`src/rtl/core/tftp_read_session_table_defines.svh`:
```
// Assertion macros used by the session table controller.
// No dependencies.
`ifndef TFTP_READ_SESSION_TABLE_DEFINES_SVH
`define TFTP_READ_SESSION_TABLE_DEFINES_SVH
// Assert that an antecedent implies a consequent in the same cycle.
`define TRST_ASSERT_IMP(label, clk, rst, a, c, msg) \
  label: assert property (@(posedge clk) disable iff (rst) (a) |-> (c)) else $error(msg);
// Assert that an antecedent implies a consequent in the next cycle.
`define TRST_ASSERT_NEXT(label, clk, rst, a, c, msg) \
  label: assert property (@(posedge clk) disable iff (rst) (a) |=> (c)) else $error(msg);
`endif

```
`src/rtl/core/trst_pkg.sv`:
```
// Package for the TFTP read session table: widths, opcodes, shared types.
// No dependencies.
package trst_pkg;
  localparam int NumSlots   = 128;
  localparam int SlotW      = $clog2(NumSlots);
  localparam int BlockBytes = 512;
  localparam int BlockShift = $clog2(BlockBytes);
  localparam logic [31:0] TimeoutReset = 32'd5000;

  localparam logic [1:0] OpRrq = 2'd0;
  localparam logic [1:0] OpAck = 2'd1;

  // Per-slot record held in the slot memory.
  typedef struct packed {
    logic [31:0] addr;
    logic [15:0] port;
    logic [15:0] blk;
    logic        dropped;
    logic [31:0] last_used;
    logic [31:0] fsize;
  } slot_t;
  localparam int SlotBits = $bits(slot_t);

  // Datapath commands from the controller.
  typedef struct packed {
    logic          load_in;     // capture input item
    logic          scan_start;  // reset scan index
    logic          scan_step;   // advance scan index
    logic          rd_hit;      // read memory at hit slot
    logic          rd_alloc;    // read memory at round robin slot
    logic          set_hit;     // latch hit index from scan
    logic          wr_clear;    // clear addr/dropped of hit slot
    logic          wr_alloc;    // write new session into alloc slot
    logic          wr_reuse;    // write new session into hit slot
    logic          adv_ptr;     // advance round robin pointer
    logic          eval;        // evaluate the ack against the slot
  } cmd_t;

  // Status back to the controller.
  typedef struct packed {
    logic          match;       // read data key matches current key
    logic          scan_last;   // read data index is last slot
    logic          timed_out;   // hit slot idle too long
    logic          is_rrq;
    logic          is_ack;
    logic          found;
    logic          serve;       // evaluation produced a result
  } stat_t;
endpackage

```
`src/rtl/core/trst_ctrl.sv`:
```
// Controller state machine sequencing the slot searches and writes.
// Depends on trst_pkg and the assertion macros header.
`include "tftp_read_session_table_defines.svh"
module trst_ctrl (
  input  logic            clk,
  input  logic            rst,
  input  logic            in_valid,
  output logic            in_ready,
  output logic            out_valid,
  input  logic            out_ready,
  output trst_pkg::cmd_t  cmd,
  input  trst_pkg::stat_t stat
);
  typedef enum logic [3:0] {
    S_IDLE, S_S1, S_S1W, S_TORD, S_TO, S_ALRD, S_ALLOC, S_S2, S_S2W, S_HITRD, S_HITW,
    S_EVAL, S_OUT
  } state_t;
  state_t state;

  assign in_ready = (state == S_IDLE);

  // Commands decoded from the state.
  always_comb begin
    cmd = '0;
    unique case (state)
      S_IDLE:  begin cmd.load_in = in_valid; cmd.scan_start = 1'b1; end
      S_S1, S_S2: cmd.scan_step = 1'b1;
      S_S1W, S_S2W: begin cmd.scan_step = !stat.match; cmd.set_hit = 1'b1; end
      S_TORD:  cmd.rd_hit = 1'b1;
      S_TO:    begin cmd.wr_clear = stat.timed_out;
                     cmd.wr_reuse = !stat.timed_out && stat.found;
                     cmd.scan_start = 1'b1; end
      S_ALRD:  cmd.rd_alloc = 1'b1;
      S_ALLOC: begin cmd.wr_alloc = stat.found; cmd.adv_ptr = 1'b1;
                     cmd.scan_start = 1'b1; end
      S_HITRD: cmd.rd_hit = 1'b1;
      S_HITW:  cmd.rd_hit = 1'b1;
      S_EVAL:  cmd.eval = 1'b1;
      S_OUT:   ;
      default: ;
    endcase
  end

  // State and output valid.
  always_ff @(posedge clk) begin
    if (rst) begin
      state <= S_IDLE;
      out_valid <= 1'b0;
    end else begin
      unique case (state)
        S_IDLE: if (in_valid) state <= S_S1;
        S_S1: begin
          if (!(stat.is_rrq || stat.is_ack)) state <= S_IDLE;
          else if (stat.is_rrq) state <= S_S1W;
          else state <= S_S2W;
        end
        S_S1W: begin
          if (stat.match) state <= S_TORD;
          else if (stat.scan_last) state <= S_ALRD;
        end
        S_TORD: state <= S_TO;
        S_TO: begin
          if (stat.timed_out) state <= S_ALRD;
          else if (stat.found) state <= S_S2;
          else state <= S_IDLE;
        end
        S_ALRD:  state <= S_ALLOC;
        S_ALLOC: state <= stat.found ? S_S2 : S_IDLE;
        S_S2: state <= S_S2W;
        S_S2W: begin
          if (stat.match) state <= S_HITRD;
          else if (stat.scan_last) state <= S_IDLE;
        end
        S_HITRD: state <= S_HITW;
        S_HITW:  state <= S_EVAL;
        S_EVAL: begin
          if (stat.serve) begin state <= S_OUT; out_valid <= 1'b1; end
          else state <= S_IDLE;
        end
        S_OUT: if (out_ready) begin out_valid <= 1'b0; state <= S_IDLE; end
        default: state <= S_IDLE;
      endcase
    end
  end

  `TRST_ASSERT_IMP(a_ready_out, clk, rst, out_valid, !in_ready, "ready while result pending")
  `TRST_ASSERT_NEXT(a_out_hold, clk, rst, out_valid && !out_ready, out_valid,
                    "result dropped under stall")
  `TRST_ASSERT_IMP(a_eval_wr, clk, rst, cmd.eval, !cmd.wr_alloc && !cmd.wr_clear,
                   "two memory writes at once")
endmodule

```
`config.mk`:
```
export PLATFORM = sky130hd
export DESIGN_NAME = trst_ctrl
export DESIGN_NICKNAME = d
export VERILOG_FILES = /design/src/rtl/core/trst_pkg.sv /design/src/rtl/core/trst_ctrl.sv
export VERILOG_INCLUDE_DIRS = /design/src /design/src/rtl/core
export SDC_FILE = /design/constraint.sdc
export NUM_CORES = 1
export LEC_CHECK = 0
export CELL_PAD_IN_SITES_DETAIL_PLACEMENT = 1
export CELL_PAD_IN_SITES_GLOBAL_PLACEMENT = 2
export CORE_MARGIN = 8
export CORE_UTILIZATION = 32
export DETAILED_ROUTE_END_ITERATION = 6
export DONT_BUFFER_PORTS = 1
export PLACE_DENSITY = 0.74
export SLEW_MARGIN = 5
export SYNTH_ARGS = -nofsm -noshare
export SYNTH_HDL_FRONTEND = slang
export SYNTH_SLANG_ARGS = --single-unit
```
`constraint.sdc`:
```
create_clock -name clk -period 4 [get_ports clk]
set_input_delay 0 -clock clk [delete_from_list [all_inputs] [get_ports clk]]
set_output_delay 0 -clock clk [all_outputs]
set_load 0.1 [all_outputs]
```
==> impl_metrics.yaml, run 1 <==
synthesis:
  synth_cell_type_count: 36
  yosysWarningCount: 0
  synth_seq_area_share_pct: 19.0
  syn_area_per_cell_um2: 7.10
  yosys-top-cells-area: "dfxtp_1 19%, nand2b_1 6.0%, a211oi_1 5.7%, a21oi_1 4.8%, buf_2 4.8%"
  synthCells: 74
  synth_largest_area_cell: "dfxtp_1"
  synth_nets: 85
  synth_top_area_share_pct: 19.0
  synth_area_um2: 526
  ys_seq_elements: 5
global_route:
  grt_usage_pct: 11.6
  grt-ovfl-total: 0
  grt_pass1_wl_mm: 3.17
  grt_pass1_vias: 654
  grt_max_degree: 22
  antenna_found_initial: 0
sta:
  max_freq_mhz: 425
  clock_skew_ns: 0.000297
  setup_ws_ns: 1.65
  min_period_over_period_pct: 58.8
  grt_setup_unrepaired: "false"
  hold_viol_final: 0
  tns_ns: 0
  fin_crit_ns: 2.35
  worst_pin_slew_ns: 1.09
  setup_viol: 0
  final_max_slew_viol_count: 0
  max_slew_margin_pct: 27.3
setup_path:
  cp_max_fo: 21
  path_class: "reg2out"
  required_ns: 4.00
  crit_buf_inv: 1
  path_cells: "nor4_4 -> buf_4 -> and2_1"
  cp-start-kind: "flip-flop"
  critPathCaptureType: "output port"
  cpPeakStageDelay_ns: 0.82
  crit_family: "simple AND/OR/NAND/NOR gates"
  critPathSlowestCell: "and2_1"
  crit_arrival_ns: 2.35
place:
  gp_congestion: 0.786
  dp_slack_ns: 1.91
  dp_hpwl_mm: 1.38
  io_buffers: 0
detailed_routing:
  drt_wl_total_mm: 1.83
  vias: 601
  route.detailed.drc: 0
  firstDrtPassIters: 4
  post_drt_wl_per_cell_um: 18.8
  viasPerCell: 6.20
  ant_nets: 0
  drt-initial-drc-count: 14
clock_tree:
  cts_setup_buffers: 0
  clock_path_buffers: 2
  worstSkewPairLatency_ns: 0.24
  cts_buffers: 3
  clkTransAtPathRegs_ns: 0.04
  htreeDepth: 1
  cts_root_buffer: "clkbuf_4"
  tritoncts: "built"
  cts_resized: 0
  numClockSinks: 5
  cts_hold_buf: 3
layout:
  diodes: 0
  fin_nets: 93
  fin_util_pct: 50.3
  area_delta_synth_final_pct: 46.0
  layout-drive-gt1-share_pct: 24.7
job:
  max-cap-violations: 0
pwr:
  p_leak_nw: 0.249
  p_total_mw: 0.320
  ir_drop_mv: 0.347
  power_density_nw_per_um2: 417
die:
  die_h_um: 56.5
  num_io_pins: 24
  rows: 14
  start_util_pct: 34.5
  core_um2: 1520
  die_area_um2: 3200
  fp.dieW_um: 56.5
status:
  status: "finished clean"
worst_hold_path:
  hp-class: "in2reg"
## Yosys cell counts
cell	instances
nor2_1	6
a21oi_1	5
buf_2	5
dfxtp_1	5
nand2b_1	5
nor3_1	5
a211oi_1	4
o21ai_0	4
inv_1	3
or4_1	3
and3_1	2
nor2b_1	2
o21ai_1	2
a2111oi_2	1
a21o_1	1
a22oi_1	1
a31oi_1	1
a32oi_1	1
and2_1	1
clkbuf_1	1
inv_2	1
mux2i_1	1
nand2_1	1
nand3_1	1
nand3b_1	1
nand4_1	1
nor4_1	1
nor4b_2	1
o2111ai_1	1
o22ai_1	1
o2bb2ai_1	1
o31ai_1	1
o41ai_1	1
or3_1	1
or4b_1	1
xnor2_1	1
## worst paths after layout
| path | start | end | slack, ns | cells past startpoint |
|---|---|---|---|---|
| hold / removal | rst | state[0]$_SDFFE_PP0P_ | 0.01 | 3 |
| setup reg to reg | state[2]$_SDFFE_PP0P_ | state[1]$_SDFFE_PP0P_ | 1.89 | 5 |
| hold reg to reg | state[3]$_SDFFE_PP0P_ | state[3]$_SDFFE_PP0P_ | 0.85 | 2 |
| setup / recovery | state[0]$_SDFFE_PP0P_ | cmd[10] | 1.65 | 3 |
## cells in the final DEF (no fill, tap or decap), types with 2 or more instances in the layout
master,netlist,layout
a21oi_1,5,5
and3_1,2,2
a211oi_1,4,2
nor2b_1,2,2
o21ai_1,2,2
clkbuf_4,0,3
buf_16,0,2
nor3_2,0,3
inv_1,3,3
o21ai_0,4,4
or4_1,3,3
nor2_1,6,5
dlygate4sd3_1,0,3
nand2b_1,5,5
nor3_1,5,2
dfxtp_1,5,5
buf_4,0,2
a211oi_4,0,2
clkbuf_16,0,2
## worst register-to-register path, stage by stage, from the launching register on
cell and delay, ns:
dfxtp_1 0.84, nand2b_1 0.35, nor4b_4 0.27, buf_4 0.33, a211oi_1 0.08, a21oi_1 0.17
## kinds of logic after synthesis
kind of cell | after synthesis | share of synthesized area (%)
muxes | 1 | 1.90
AOI/OAI and AO/OA | 25 | 32.4
DFF | 5 | 19.0
and+or+nand+nor | 32 | 36.7
xor gates and xnor gates | 1 | 1.67
buffers and inverters | 10 | 8.33
## registers in the layout, indices dropped and copies added, names as in the netlist
name,cells
state,4
out_valid,1
## cell type report
cell class	instances	area (um^2)
clock buffer	4	26.3
fill	182	757
inverter	4	15.0
multi-input combinational	59	455
sequential	5	100
tap	16	20.0
timing repair buffer	9	150
## per-layer routing
layer	global-route usage (%)	share of wire, %
met1	14.4	45
met2	18.2	50
met3	4.72	4.9
met4	2.75	0
met5	0	0
## where the power goes
| group | total (mW) | internal (mW) | leakage (nW) | switching, mW |
|---|---|---|---|---|
| sequential | 0.0762 | 0.0537 | 0.0407 | 0.0225 |
| combinational | 0.186 | 0.0594 | 0.193 | 0.126 |
| clock | 0.0576 | 0.0377 | 0.0150 | 0.0199 |
| total | 0.320 | 0.151 | 0.249 | 0.169 |
## stage by stage
step,std cells,hold WS (ns),instance area (um^2)
2_1_floorplan,74,0.0691,532
3_3_place_gp,90,0.0719,711
3_5_place_dp,90,0.0761,711
4_1_cts,97,0.00729,767
5_1_grt,97,0.0243,767
6_report,97,0.0148,767
Power figures use the tool's default switching activity.
==> run 2: changes to the inputs <==
CORE_UTILIZATION = 27   (was 32)
PLACE_DENSITY = 0.66   (was 0.74)
clock period = 2.1 ns   (was 4 ns; I/O delays follow)
==> run 2 against run 1 <==
  * Cell count up 25%
  * Register-to-register slack got worse by 1.5 ns
  * Worst setup slack worse by 1.4 ns
  * Sequential share of layout area down 1.5 points
  * Sequential cell count unchanged
  * Final area increased by 13%
  * First-iteration DRC count down 21%
  * Non-clock buffer count increased by 13
  * Critical path type unchanged
==> impl_metrics.yaml, run 2 (synthesized netlist as in run 1, its figures left out) <==
status:
  status: "finished clean"
worst_hold_path:
  hp-start: "out_ready"
  min_to: "state[3]$_SDFFE_PP0P_"
  hp-class: "in2reg"
  min_path_cells: 3
sta:
  clock_skew_ns: 0.00450
  max_freq_mhz: 537
  max_slew_margin_pct: 67.9
  grt_setup_unrepaired: "false"
  worst_pin_slew_ns: 0.481
  hold_ws_ns: 0.0297
  min_period_over_period_pct: 88.7
  hold_viol_final: 0
  final_max_slew_viol_count: 0
  fin_crit_ns: 1.86
  setup_viol: 0
die:
  num_io_pins: 24
  rows: 16
  core_um2: 1900
  die_area_um2: 3610
  start_util_pct: 27.6
  fp.dieW_um: 60.1
  die_h_um: 60.1
global_route:
  antenna_found_initial: 0
  grt_max_degree: 15
  grt_pass1_wl_mm: 3.59
  grt_pass1_vias: 699
  grt-ovfl-total: 0
  grt_usage_pct: 13.3
setup_path:
  crit_family: "buffers and inverters"
  critPathSlowestCell: "dfxtp_1"
  cpPeakStageDelay_ns: 0.53
  r2r_end: "state[0]$_SDFFE_PP0P_"
  required_ns: 2.10
  crit_buf_inv: 2
  startpoint: "state[1]$_SDFFE_PP0P_"
  path_cells: "buf_4 -> nand2_1 -> a21oi_1 -> o31ai_1 -> o41ai_4 -> buf_4"
  path_class: "reg2out"
  cp_max_fo: 10
  crit_arrival_ns: 1.86
  r2r_setup_slack_ns: 0.43
  cpMostUsedCell: "buf_4"
  critPathCaptureType: "output port"
  r2r_cells: 4
  reg2reg_from: "state[1]$_SDFFE_PP0P_"
  cp-start-kind: "flip-flop"
clock_tree:
  tritoncts: "built"
  cts_resized: 0
  numClockSinks: 5
  cts_buffers: 3
  clock_path_buffers: 2
  htreeDepth: 1
  worstSkewPairLatency_ns: 0.25
  cts_root_buffer: "clkbuf_4"
  clkTransAtPathRegs_ns: 0.05
pwr:
  ir_drop_mv: 0.311
  power_density_nw_per_um2: 735
  p_leak_nw: 0.308
layout:
  area_delta_synth_final_pct: 64.5
  reg.largest.list: "state: 4 flops, out_valid: 1 flops"
  fin_nets: 106
  largest_reg_flops: 4
  largest_register: "state"
  diodes: 0
  fin_util_pct: 45.5
  final_cell_mix: "17 x buf_4, 5 x nor2_1, 5 x a21oi_1, 5 x dfxtp_1"
  fin_area_um2: 865
  mostFrequentLayoutCell: "buf_4"
  layout-drive-gt1-share_pct: 36.2
  fill_cells: 233
place:
  gp_congestion: 0.781
  io_buffers: 0
  dp_hpwl_mm: 1.63
  postPlaceCellArea_um2: 808
detailed_routing:
  vias: 658
  drt_wl_total_mm: 2.15
  drt-initial-drc-count: 11
  viasPerCell: 5.44
  post_drt_wl_per_cell_um: 17.8
  firstDrtPassIters: 4
  route.detailed.drc: 0
  ant_nets: 0
job:
  max-cap-violations: 0
run 2: changes by cell type in the layout (fill, tap and decap cells not counted), sizes merged:
cell,before,now
buf,4,18
clkbuf,6,5
run 2: repair_timing:
action,in CTS,in global routing
endpoints found under the hold margin,5,0
setup buffers,0,0
hold buffers,3,0
run 2: report_power, final:
group	switching, mW	total [mW]	internal [mW]	leakage [nW]
sequential	0.0214	0.124	0.102	0.0407
clock	0.0455	0.118	0.0722	0.0150
combinational	0.274	0.394	0.120	0.252
run 2: area by class of cell:
cell class | count | area [um^2] | share of cell area, %
Multi-Input combinational cell | 59 | 487 | 56.3
Timing Repair Buffer | 22 | 203 | 23.4
Sequential cell | 5 | 100 | 11.6
Tap cell | 27 | 33.8 | 3.91
Clock buffer | 4 | 26.3 | 3.04
Inverter | 4 | 15.0 | 1.74
run 2: layer usage:
layer	global-route usage [%]	vias to the layer above	share of wire, %
met5	0	-	0
met4	5.10	0	1.2
met3	5.16	2	7.9
met2	19.2	25	46
met1	16.9	310	45
li1	-	321	-
run 2: worst reg2reg max path, delay by kind of cell, from the launching register on:
family,cells,cell delay [ns]
and+or+nand+nor,2,0.55
DFF,1,0.53
AOI/OAI and AO/OA,2,0.48
run 2: how the worst max path moves through the flow:
| stage | to | slack [ns] | cells after the start |
|---|---|---|---|
| 2_1_floorplan | cmd[3] | -0.63 | 3 |
| 6_report | cmd[8] | 0.24 | 6 |
| 3_3_place_gp | state[3]$_SDFFE_PP0P_ | 0.52 | 5 |
| 3_5_place_dp | state[0]$_SDFFE_PP0P_ | 0.44 | 4 |
| 5_1_grt | cmd[8] | 0.14 | 6 |
| 4_1_cts | cmd[8] | 0.23 | 6 |
run 2: stage by stage:
step	total power, mW	worst slack, ns	setup TNS [ns]	cells
global placement	0.512	0.516	0	114
detailed placement	0.513	0.440	0	114
global route	0.667	0.141	0	121
floorplan	0.408	-0.635	-1.73	74
CTS	0.642	0.232	0	121
finish	0.635	0.237	0	121
